**config.mk**
```make
export PLATFORM = sky130hd
export DESIGN_NAME = joint_ramp_to_default_pose
export DESIGN_NICKNAME = d
export VERILOG_FILES = /design/src/sv/jrdp_pkg.sv /design/src/sv/jrdp_datapath.sv /design/src/sv/jrdp_ctrl.sv /design/src/sv/joint_ramp_to_default_pose.sv
export SDC_FILE = /design/constraint.sdc
export NUM_CORES = 2
export LEC_CHECK = 0
export BUFFER_PORTS_ARGS = -buffer_cell sky130_fd_sc_hd__buf_2
export CAP_MARGIN = 20
export CORE_ASPECT_RATIO = 1.75
export CORE_MARGIN = 3
export CORE_UTILIZATION = 55
export DETAILED_ROUTE_END_ITERATION = 7
export HOLD_SLACK_MARGIN = 0.05
export PLACE_DENSITY = 0.71
export SYNTH_ARGS = -nofsm -noshare
export SYNTH_HDL_FRONTEND = slang
export SYNTH_SLANG_ARGS = --single-unit
```
**constraint.sdc**
```tcl
create_clock -name clk -period 19.11 [get_ports clk]
set_input_delay 5.733 -clock clk [delete_from_list [all_inputs] [get_ports clk]]
set_output_delay 5.733 -clock clk [all_outputs]
set_load 0.005 [all_outputs]
```
**src/sv/jrdp_pkg.sv**
```systemverilog
// ----------------------------------------------------------------------------
// jrdp_pkg
// Shared constants, types and codes for the joint ramp to default pose block.
// ----------------------------------------------------------------------------
package jrdp_pkg;

    localparam int NUM_JOINTS = 12;
    localparam int JW = (NUM_JOINTS > 1) ? $clog2(NUM_JOINTS) : 1;
    localparam int CW = $clog2(NUM_JOINTS + 1);

    localparam logic [1:0] REQ_LOAD  = 2'd0;
    localparam logic [1:0] REQ_START = 2'd1;
    localparam logic [1:0] REQ_TICK  = 2'd2;

    localparam logic REG_MAX_VEL   = 1'b0;
    localparam logic REG_THRESHOLD = 1'b1;

    localparam logic [14:0] MAX_VEL_RESET   = 15'd6144;
    localparam logic [14:0] THRESHOLD_RESET = 15'd41;
    localparam logic [19:0] US_PER_S        = 20'd1000000;

    // datapath operations
    localparam logic [3:0] OP_NONE     = 4'd0;
    localparam logic [3:0] OP_STORE    = 4'd1;
    localparam logic [3:0] OP_COPY     = 4'd2;
    localparam logic [3:0] OP_ERR      = 4'd3;
    localparam logic [3:0] OP_DUR_DIV  = 4'd4;
    localparam logic [3:0] OP_DUR_END  = 4'd5;
    localparam logic [3:0] OP_JOINT    = 4'd6;
    localparam logic [3:0] OP_POS_DIV  = 4'd7;
    localparam logic [3:0] OP_VEL_DIV  = 4'd8;
    localparam logic [3:0] OP_EMIT     = 4'd9;
    localparam logic [3:0] OP_TICK_SET = 4'd10;

    typedef struct packed {
        logic [3:0]    op;
        logic [JW-1:0] idx;
        logic          src_cur;
        logic          step;
    } jrdp_cmd_t;

    typedef struct packed {
        logic div_done;
        logic ramp;
    } jrdp_sts_t;

endpackage

```
**src/sv/jrdp_datapath.sv**
```systemverilog
// ----------------------------------------------------------------------------
// jrdp_datapath
// Position stores, error scan, shared restoring divider and command build.
// ----------------------------------------------------------------------------
module jrdp_datapath (
    input  logic                  clk,
    input  logic                  rst_n,
    input  jrdp_pkg::jrdp_cmd_t   cmd,
    output jrdp_pkg::jrdp_sts_t   sts,
    input  logic [1:0]            req_type,
    input  logic [3:0]            joint_index,
    input  logic signed [15:0]    joint_position,
    input  logic [31:0]           time_us,
    input  logic [14:0]           max_vel,
    input  logic [14:0]           threshold,
    output logic [15:0]           out_position,
    output logic [15:0]           out_velocity,
    output logic                  out_reached
);
    import jrdp_pkg::*;

    logic signed [15:0] dflt_mem [NUM_JOINTS];
    logic signed [15:0] strt_mem [NUM_JOINTS];
    logic signed [15:0] curr_mem [NUM_JOINTS];

    logic [31:0] start_time_reg;
    logic [31:0] duration_reg;
    logic [31:0] elapsed_reg;
    logic [31:0] time_reg;
    logic [16:0] err_reg;
    logic        reached_reg;
    logic        ramp_reg;

    // divider: 56 bit unsigned dividend, 32 bit divisor
    logic [55:0] quo_reg;
    logic [32:0] rem_reg;
    logic [31:0] dvs_reg;
    logic [5:0]  cnt_reg;
    logic        neg_reg;
    logic        div_done_reg;

    logic signed [16:0] diff;
    logic [16:0]        adiff;
    logic signed [15:0] dsel;
    logic signed [15:0] osel;
    logic [32:0]        trial;
    logic [32:0]        sub;
    logic signed [56:0] sq;
    logic signed [17:0] vel_clamped;
    logic signed [15:0] vlim;
    logic               in_range;

    assign in_range = ({1'b0, joint_index} < 5'(NUM_JOINTS));
    assign dsel = dflt_mem[cmd.idx];
    assign osel = cmd.src_cur ? curr_mem[cmd.idx] : strt_mem[cmd.idx];
    assign diff = 17'(dsel) - 17'(osel);
    assign adiff = diff[16] ? 17'(-diff) : diff;
    assign trial = {rem_reg[31:0], quo_reg[55]};
    assign sub = trial - {1'b0, dvs_reg};
    assign sq = neg_reg ? -$signed({1'b0, quo_reg}) : $signed({1'b0, quo_reg});
    assign vlim = $signed({1'b0, max_vel});

    always_comb
    begin
        if (sq > 57'(vlim))
            vel_clamped = 18'(vlim);
        else if (sq < -57'(vlim))
            vel_clamped = -18'(vlim);
        else
            vel_clamped = 18'(sq);
    end

    assign sts.div_done = div_done_reg;
    assign sts.ramp = ramp_reg;

    always_ff @(posedge clk)
    begin
        if (cmd.op == OP_STORE && in_range)
        begin
            case (req_type)
                REQ_LOAD:  dflt_mem[joint_index[JW-1:0]] <= joint_position;
                REQ_START: strt_mem[joint_index[JW-1:0]] <= joint_position;
                REQ_TICK:  curr_mem[joint_index[JW-1:0]] <= joint_position;
                default:   ;
            endcase
        end
        else if (cmd.op == OP_COPY)
            dflt_mem[cmd.idx] <= osel;
    end

    always_ff @(posedge clk or negedge rst_n)
    begin
        if (!rst_n)
        begin
            start_time_reg <= '0;
            duration_reg <= '0;
            elapsed_reg <= '0;
            time_reg <= '0;
            err_reg <= '0;
            quo_reg <= '0;
            rem_reg <= '0;
            dvs_reg <= '0;
            cnt_reg <= '0;
            neg_reg <= 1'b0;
            div_done_reg <= 1'b0;
            ramp_reg <= 1'b0;
            reached_reg <= 1'b0;
            out_position <= '0;
            out_velocity <= '0;
            out_reached <= 1'b0;
        end
        else
        begin
            div_done_reg <= 1'b0;
            case (cmd.op)
                OP_STORE:
                    time_reg <= time_us;
                OP_ERR:
                begin
                    if (cmd.step)
                        err_reg <= '0;
                    else if (adiff > err_reg)
                        err_reg <= adiff;
                end
                OP_DUR_DIV, OP_POS_DIV, OP_VEL_DIV:
                begin
                    if (cmd.step)
                    begin
                        cnt_reg <= 6'd56;
                        rem_reg <= '0;
                        if (cmd.op == OP_DUR_DIV)
                        begin
                            quo_reg <= 56'(err_reg) * 56'(US_PER_S);
                            dvs_reg <= 32'(max_vel);
                            neg_reg <= 1'b0;
                        end
                        else
                        begin
                            quo_reg <= (cmd.op == OP_POS_DIV) ?
                                56'(adiff) * 56'(elapsed_reg) :
                                56'(adiff) * 56'(US_PER_S);
                            dvs_reg <= duration_reg;
                            neg_reg <= diff[16];
                        end
                    end
                    else if (cnt_reg != 6'd0)
                    begin
                        if (!sub[32])
                            rem_reg <= sub;
                        else
                            rem_reg <= trial;
                        quo_reg <= {quo_reg[54:0], ~sub[32]};
                        cnt_reg <= cnt_reg - 6'd1;
                        div_done_reg <= (cnt_reg == 6'd1);
                    end
                end
                OP_DUR_END:
                begin
                    start_time_reg <= time_reg;
                    if (max_vel == 15'd0)
                        duration_reg <= '0;
                    else if (quo_reg[55:32] != '0)
                        duration_reg <= '1;
                    else
                        duration_reg <= quo_reg[31:0];
                end
                OP_TICK_SET:
                begin
                    elapsed_reg <= time_reg - start_time_reg;
                    reached_reg <= (err_reg < 17'(threshold));
                    ramp_reg <= !(err_reg < 17'(threshold)) && duration_reg != '0
                        && (time_reg - start_time_reg) < duration_reg;
                end
                OP_JOINT:
                begin
                    out_position <= dsel;
                    out_velocity <= '0;
                    out_reached <= reached_reg;
                end
                OP_EMIT:
                    out_velocity <= 16'(vel_clamped);
                default:
                    ;
            endcase
            if (cmd.op == OP_VEL_DIV && cmd.step)
                out_position <= 16'(osel + 16'(sq));
        end
    end

endmodule

```
**src/sv/jrdp_ctrl.sv**
```systemverilog
// ----------------------------------------------------------------------------
// jrdp_ctrl
// Sequencer: accepts items, runs group end scans, divisions and emission.
// ----------------------------------------------------------------------------
module jrdp_ctrl (
    input  logic                  clk,
    input  logic                  rst_n,
    input  logic                  in_fire,
    input  logic [1:0]            req_type,
    input  logic                  last_joint,
    output logic                  in_ready,
    output logic                  res_valid,
    input  logic                  res_taken,
    output logic [3:0]            res_index,
    output logic                  res_last,
    output jrdp_pkg::jrdp_cmd_t   cmd,
    input  jrdp_pkg::jrdp_sts_t   sts
);
    import jrdp_pkg::*;

    localparam logic [3:0] S_IDLE   = 4'd0;
    localparam logic [3:0] S_COPY   = 4'd1;
    localparam logic [3:0] S_ERR    = 4'd2;
    localparam logic [3:0] S_DDIV   = 4'd3;
    localparam logic [3:0] S_DEND   = 4'd4;
    localparam logic [3:0] S_TSET   = 4'd5;
    localparam logic [3:0] S_JOINT  = 4'd6;
    localparam logic [3:0] S_PDIV   = 4'd7;
    localparam logic [3:0] S_VDIV   = 4'd8;
    localparam logic [3:0] S_EMIT   = 4'd9;
    localparam logic [3:0] S_OUT    = 4'd10;

    logic [3:0]    state_reg, state_next;
    logic [CW-1:0] cnt_reg, cnt_next;
    logic          first_reg, first_next;
    logic          tick_reg, tick_next;
    logic          loaded_reg, loaded_next;
    logic [JW-1:0] idx;

    assign idx = cnt_reg[JW-1:0];
    assign in_ready = (state_reg == S_IDLE);
    assign res_valid = (state_reg == S_OUT);
    assign res_index = 4'(cnt_reg);
    assign res_last = (cnt_reg == CW'(NUM_JOINTS - 1));

    always_comb
    begin
        state_next = state_reg;
        cnt_next = cnt_reg;
        first_next = 1'b0;
        tick_next = tick_reg;
        loaded_next = loaded_reg;
        cmd.op = OP_NONE;
        cmd.idx = idx;
        cmd.src_cur = tick_reg;
        cmd.step = first_reg;
        case (state_reg)
            S_IDLE:
            begin
                if (in_fire)
                begin
                    cmd.op = OP_STORE;
                    if (req_type == REQ_LOAD)
                        loaded_next = 1'b1;
                    if ((req_type == REQ_START || req_type == REQ_TICK) && last_joint)
                    begin
                        tick_next = (req_type == REQ_TICK);
                        cnt_next = '0;
                        first_next = 1'b1;
                        state_next = loaded_reg ? S_ERR : S_COPY;
                        loaded_next = 1'b1;
                    end
                end
            end
            S_COPY:
            begin
                cmd.op = OP_COPY;
                if (cnt_reg == CW'(NUM_JOINTS - 1))
                begin
                    cnt_next = '0;
                    first_next = 1'b1;
                    state_next = S_ERR;
                end
                else
                    cnt_next = cnt_reg + 1'b1;
            end
            S_ERR:
            begin
                cmd.op = OP_ERR;
                if (first_reg)
                    cnt_next = '0;
                else if (cnt_reg == CW'(NUM_JOINTS - 1))
                begin
                    cnt_next = '0;
                    first_next = 1'b1;
                    state_next = tick_reg ? S_TSET : S_DDIV;
                end
                else
                    cnt_next = cnt_reg + 1'b1;
            end
            S_DDIV:
            begin
                cmd.op = OP_DUR_DIV;
                if (sts.div_done)
                    state_next = S_DEND;
            end
            S_DEND:
            begin
                cmd.op = OP_DUR_END;
                state_next = S_IDLE;
            end
            S_TSET:
            begin
                cmd.op = OP_TICK_SET;
                state_next = S_JOINT;
            end
            S_JOINT:
            begin
                cmd.op = OP_JOINT;
                first_next = 1'b1;
                state_next = sts.ramp ? S_PDIV : S_OUT;
            end
            S_PDIV:
            begin
                cmd.op = OP_POS_DIV;
                cmd.src_cur = 1'b0;
                if (sts.div_done)
                begin
                    first_next = 1'b1;
                    state_next = S_VDIV;
                end
            end
            S_VDIV:
            begin
                cmd.op = OP_VEL_DIV;
                cmd.src_cur = 1'b0;
                if (sts.div_done)
                    state_next = S_EMIT;
            end
            S_EMIT:
            begin
                cmd.op = OP_EMIT;
                state_next = S_OUT;
            end
            S_OUT:
            begin
                if (res_taken)
                begin
                    if (res_last)
                        state_next = S_IDLE;
                    else
                    begin
                        cnt_next = cnt_reg + 1'b1;
                        state_next = S_JOINT;
                    end
                end
            end
            default:
                state_next = S_IDLE;
        endcase
    end

    always_ff @(posedge clk or negedge rst_n)
    begin
        if (!rst_n)
        begin
            state_reg <= S_IDLE;
            cnt_reg <= '0;
            first_reg <= 1'b0;
            tick_reg <= 1'b0;
            loaded_reg <= 1'b0;
        end
        else
        begin
            state_reg <= state_next;
            cnt_reg <= cnt_next;
            first_reg <= first_next;
            tick_reg <= tick_next;
            loaded_reg <= loaded_next;
        end
    end

endmodule

```
**src/sv/joint_ramp_to_default_pose.sv**
```systemverilog
// ----------------------------------------------------------------------------
// joint_ramp_to_default_pose
// Linear joint-space ramp from sampled start positions to default positions.
// ----------------------------------------------------------------------------
// channel   dir  fields
// s_axis    in   tdata: joint_index, joint_position, time_us; tuser: req_type;
//                tlast: last_joint
// m_axis    out  tdata: out_joint_index, cmd_position, cmd_velocity;
//                tuser: target_reached; tlast: last_command
// cfg       in   wr_en, wr_index, wr_data
// Plain items do not stall the input. A start group end runs the error scan and
// the 56-step divider; a tick group end runs the scans, then up to two
// divisions per joint on the shared divider.
// Results are held while m_axis_tready is low; input stalls until done.
// Reset clears control state; position stores are valid once written.
module joint_ramp_to_default_pose (
    input  logic        clk,
    input  logic        rst_n,
    input  logic        s_axis_tvalid,
    output logic        s_axis_tready,
    input  logic [55:0] s_axis_tdata,  // joint_index[3:0], joint_position[19:4],
                                       // time_us[51:20], zero fill
    input  logic [1:0]  s_axis_tuser,  // req_type[1:0]
    input  logic        s_axis_tlast,
    output logic        m_axis_tvalid,
    input  logic        m_axis_tready,
    output logic [39:0] m_axis_tdata,  // out_joint_index[3:0], cmd_position[19:4],
                                       // cmd_velocity[35:20], zero fill
    output logic        m_axis_tuser,  // target_reached
    output logic        m_axis_tlast,
    input  logic        wr_en,
    input  logic        wr_index,
    input  logic [14:0] wr_data
);
    import jrdp_pkg::*;

    logic [14:0] max_vel_reg;
    logic [14:0] threshold_reg;
    jrdp_cmd_t   cmd;
    jrdp_sts_t   sts;
    logic        in_fire;
    logic [3:0]  res_index;
    logic [15:0] pos;
    logic [15:0] vel;

    assign in_fire = s_axis_tvalid && s_axis_tready;

    always_ff @(posedge clk or negedge rst_n)
    begin
        if (!rst_n)
        begin
            max_vel_reg <= MAX_VEL_RESET;
            threshold_reg <= THRESHOLD_RESET;
        end
        else if (wr_en)
        begin
            if (wr_index == REG_MAX_VEL)
                max_vel_reg <= wr_data;
            else
                threshold_reg <= wr_data;
        end
    end

    jrdp_ctrl u_ctrl (
        .clk        (clk),
        .rst_n      (rst_n),
        .in_fire    (in_fire),
        .req_type   (s_axis_tuser),
        .last_joint (s_axis_tlast),
        .in_ready   (s_axis_tready),
        .res_valid  (m_axis_tvalid),
        .res_taken  (m_axis_tready),
        .res_index  (res_index),
        .res_last   (m_axis_tlast),
        .cmd        (cmd),
        .sts        (sts)
    );

    jrdp_datapath u_dp (
        .clk            (clk),
        .rst_n          (rst_n),
        .cmd            (cmd),
        .sts            (sts),
        .req_type       (s_axis_tuser),
        .joint_index    (s_axis_tdata[3:0]),
        .joint_position (s_axis_tdata[19:4]),
        .time_us        (s_axis_tdata[51:20]),
        .max_vel        (max_vel_reg),
        .threshold      (threshold_reg),
        .out_position   (pos),
        .out_velocity   (vel),
        .out_reached    (m_axis_tuser)
    );

    assign m_axis_tdata = {4'd0, vel, pos, res_index};

`ifndef NO_ASSERTIONS
    a_no_accept_busy: assert property (@(posedge clk) disable iff (!rst_n)
        m_axis_tvalid |-> !s_axis_tready)
        else $error("input accepted while results pending");
    a_hold_on_stall: assert property (@(posedge clk) disable iff (!rst_n)
        m_axis_tvalid && !m_axis_tready |=> m_axis_tvalid && $stable(m_axis_tdata))
        else $error("result changed while stalled");
    a_last_index: assert property (@(posedge clk) disable iff (!rst_n)
        m_axis_tvalid && m_axis_tlast |-> m_axis_tdata[3:0] == 4'(NUM_JOINTS - 1))
        else $error("last command on wrong joint");
`endif

endmodule
```
==> results.yml <==
grt:
  grt_pass1_wl_um: 325000
  grt_pass1_vias: 55200
  gr-total-overflow: 0
  antenna_found_initial: 11
  grt_use_total_pct: 31.8
  grt_max_degree: 107
floorplanning:
  core_area_um2: 130000
  start_util_pct: 55.5
  fp.dieH_um: 485
  io_pins: 124
  core.rowCount: 175
  die_w_um: 280
  die_area_um2: 136000
power_and_ir_drop:
  powerDensity_nw_per_um2: 64.3
  max-vdd-ir-drop_mv: 0.116
  p_leak_uw: 0.0347
job:
  cap_violations: 0
timing:
  skew_ps: 37.9
  finalCriticalPeriod_ps: 14810
  tightest_slew_ps: 1200
  hold_viol: 0
  post-route-period-util_pct: 77.5
  setup_slack_ps: 4300
  slew_headroom_pct: 18.9
  rsz0062_at_grt: "no"
  setup_viol: 0
  fin_tns_setup_ps: 0
  finalMaxSlewViolations: 0
  timing.fmax_mhz: 67.5
critical_path:
  cp_common_cell: "fa_1"
  crit_slowest_cell: "dfrtp_1"
  required_ps: 19710
  criticalPathCategory: "reg2reg"
  critPathMaxFanout: 40
  endpoint_kind: "register"
  max_stage_delay_ps: 970
  critPathLaunchType: "register"
  cp_data_arrival_time_ps: 15410
  regToRegSetupSlack_ps: 4300
routing:
  routed_wl_um: 213000
  viasPerCell: 6.15
  wl_per_cell_um: 24.9
  drc_errors: 0
  vias: 52600
  drtIter0Drc: 3726
  drt_first_pass_iters: 7
  antenna_left: 0
place:
  dpl.cell_count: 8395
  place.gp.congestion: 0.990
  place_ws_ps: 4520
  hpwl_um: 160000
  place_area_um2: 75000
  numPortBuffers: 115
clock_tree:
  insertion_delay_ps: 700
  clk_path_buf_depth: 3
  root_buffer: "clkbuf_16"
  path_clk_slew_ps: 70
  cts_resized: 0
  cts_hold_buf: 0
  cts_tree: "done"
  post_cts_buffers: 0
  htreeDepth: 3
  cts-buffers-inserted: 79
  clock-sinks: 925
synthesis:
  syn_area_um2: 72300
  synth_cell_types: 105
  syn-instance-count: 6777
  synth_edf_count: 576
  avgSynthCellArea_um2: 10.7
  synth_seq_cells: 925
  yosys_warnings: 0
  synth-main-ff-cell: "edfxtp_1"
  ys_seq_area_share_pct: 36.0
  synthArstFlopShare_pct: 37.7
finish:
  drive_gt1_share_pct: 10.4
  utilization_pct: 59.6
  final_nets: 8031
  syn_to_final_growth_pct: 7.54
  final_cell_area_um2: 77700
  fin_cells: 8551
hold_path:
  hp-class: "reg2reg"
outcome:
  outcome: "finished clean"
[per-layer routing]
layer  GRT usage [%]  share of wire [%]
met1            33.1                 32
met2            56.1                 51
met5               0              0.038
met3            5.17                6.4
met4            26.0                 10
[metrics by stage]
stage | hold slack [ps] | power [uW]
CTS | 506 | 5000
global route | 522 | 5190
global placement | 468 | 3300
finish | 505 | 5000
detailed placement | 475 | 3330
floorplan | 433 | 3010
[worst max-delay path: cells and delay by family, from the launching register on]
family                   cells  cell delay (ps)
AND/OR/NAND/NOR              5             1550
AO/OA/AOI/OAI               16             5450
XOR/XNOR                     1              210
flip-flops                   1              970
adder cells (fa/ha/maj)      8             4090
multiplexers                 2              740
buffers and inverters        5             1530
[synth_stat cells, types with 126 or more instances]
| cell type | n | share of area, % |
|---|---|---|
| inv_1 | 947 | 4.9 |
| nand2_1 | 840 | 4.4 |
| ha_1 | 577 | 10 |
| edfxtp_1 | 576 | 24 |
| fa_1 | 573 | 16 |
| o21ai_0 | 350 | 2.4 |
| dfrtp_1 | 344 | 12 |
| a21oi_1 | 268 | 1.9 |
| nor2_1 | 260 | 1.4 |
| clkbuf_1 | 220 | 1.1 |
| xnor2_1 | 184 | 2.2 |
| mux4_2 | 148 | 4.6 |
| and2_1 | 127 | 1.1 |
| a21o_1 | 126 | 1.3 |
[report_power, final]
part	switching (uW)	internal, uW
Combinational	602	413
Sequential	104	2210
Clock	777	898
Total	1480	3520
[worst paths after layout]
path	start	to	depth (start not counted)
setup / recovery	u_ctrl.state_reg[3]$_DFFE_PN0P_	u_dp.quo_reg[36]$_DFFE_PN0P_	37
hold / removal	u_dp.start_time_reg[25]$_DFFE_PN0N_	u_dp.start_time_reg[25]$_DFFE_PN0N_	1
setup reg to reg	u_ctrl.state_reg[3]$_DFFE_PN0P_	u_dp.quo_reg[36]$_DFFE_PN0P_	37
hold reg to reg	u_dp.start_time_reg[25]$_DFFE_PN0N_	u_dp.start_time_reg[25]$_DFFE_PN0N_	1
max in group asynchronous	rst_n	u_ctrl.res_index[0]$_DFFE_PN0P_	3
min in group asynchronous	rst_n	u_dp.time_reg[17]$_DFFE_PN0N_	1
[final cells by class]
| class | instances | area (um2) |
|---|---|---|
| fill | 10600 | 52600 |
| multi-input combinational | 4583 | 41600 |
| sequential | 925 | 26000 |
| inverter | 951 | 3570 |
| tap | 1681 | 2100 |
| clock buffer | 98 | 2070 |
| timing repair buffer | 261 | 1710 |
| clock inverter | 48 | 593 |
| antenna | 4 | 10.0 |
[cells in the final DEF (no fill, tap or decap), types with 23 or more instances in the layout]
cell type and instances:
a211oi_1 32, a21o_1 125, a21oi_1 266, a22o_1 24, a31oi_1 39, and2_1 127
and3_1 36, buf_2 114, buf_4 139, clkbuf_16 79, dfrtp_1 340, edfxtp_1 576
fa_1 573, ha_1 577, inv_1 947, mux2_2 87, mux2i_1 90, mux4_2 148
nand2_1 838, nand2b_1 54, nand3_1 86, nand4_1 32, nor2_1 242, nor2b_1 67
nor3_1 60, o211ai_1 29, o21a_1 35, o21ai_0 344, o21bai_1 37, o31ai_1 31
or3_1 23, xnor2_1 179, xor2_1 63
[logic make-up (layout without fill, tap and decap cells)]
| logic type | count (synthesis) | after routing | share of synthesized area (%) |
|---|---|---|---|
| buf+inv | 1272 | 1358 | 6.77 |
| xor+xnor | 257 | 257 | 3.17 |
| mux | 326 | 326 | 7.23 |
| fa+ha+maj | 1151 | 1151 | 25.9 |
| simple gates | 1685 | 1685 | 10.7 |
| flops | 925 | 925 | 36.0 |
| other cells | 1 | 8 | 0.00519 |
| compound gates | 1160 | 1160 | 10.2 |
(Power assumes the default switching activity.)
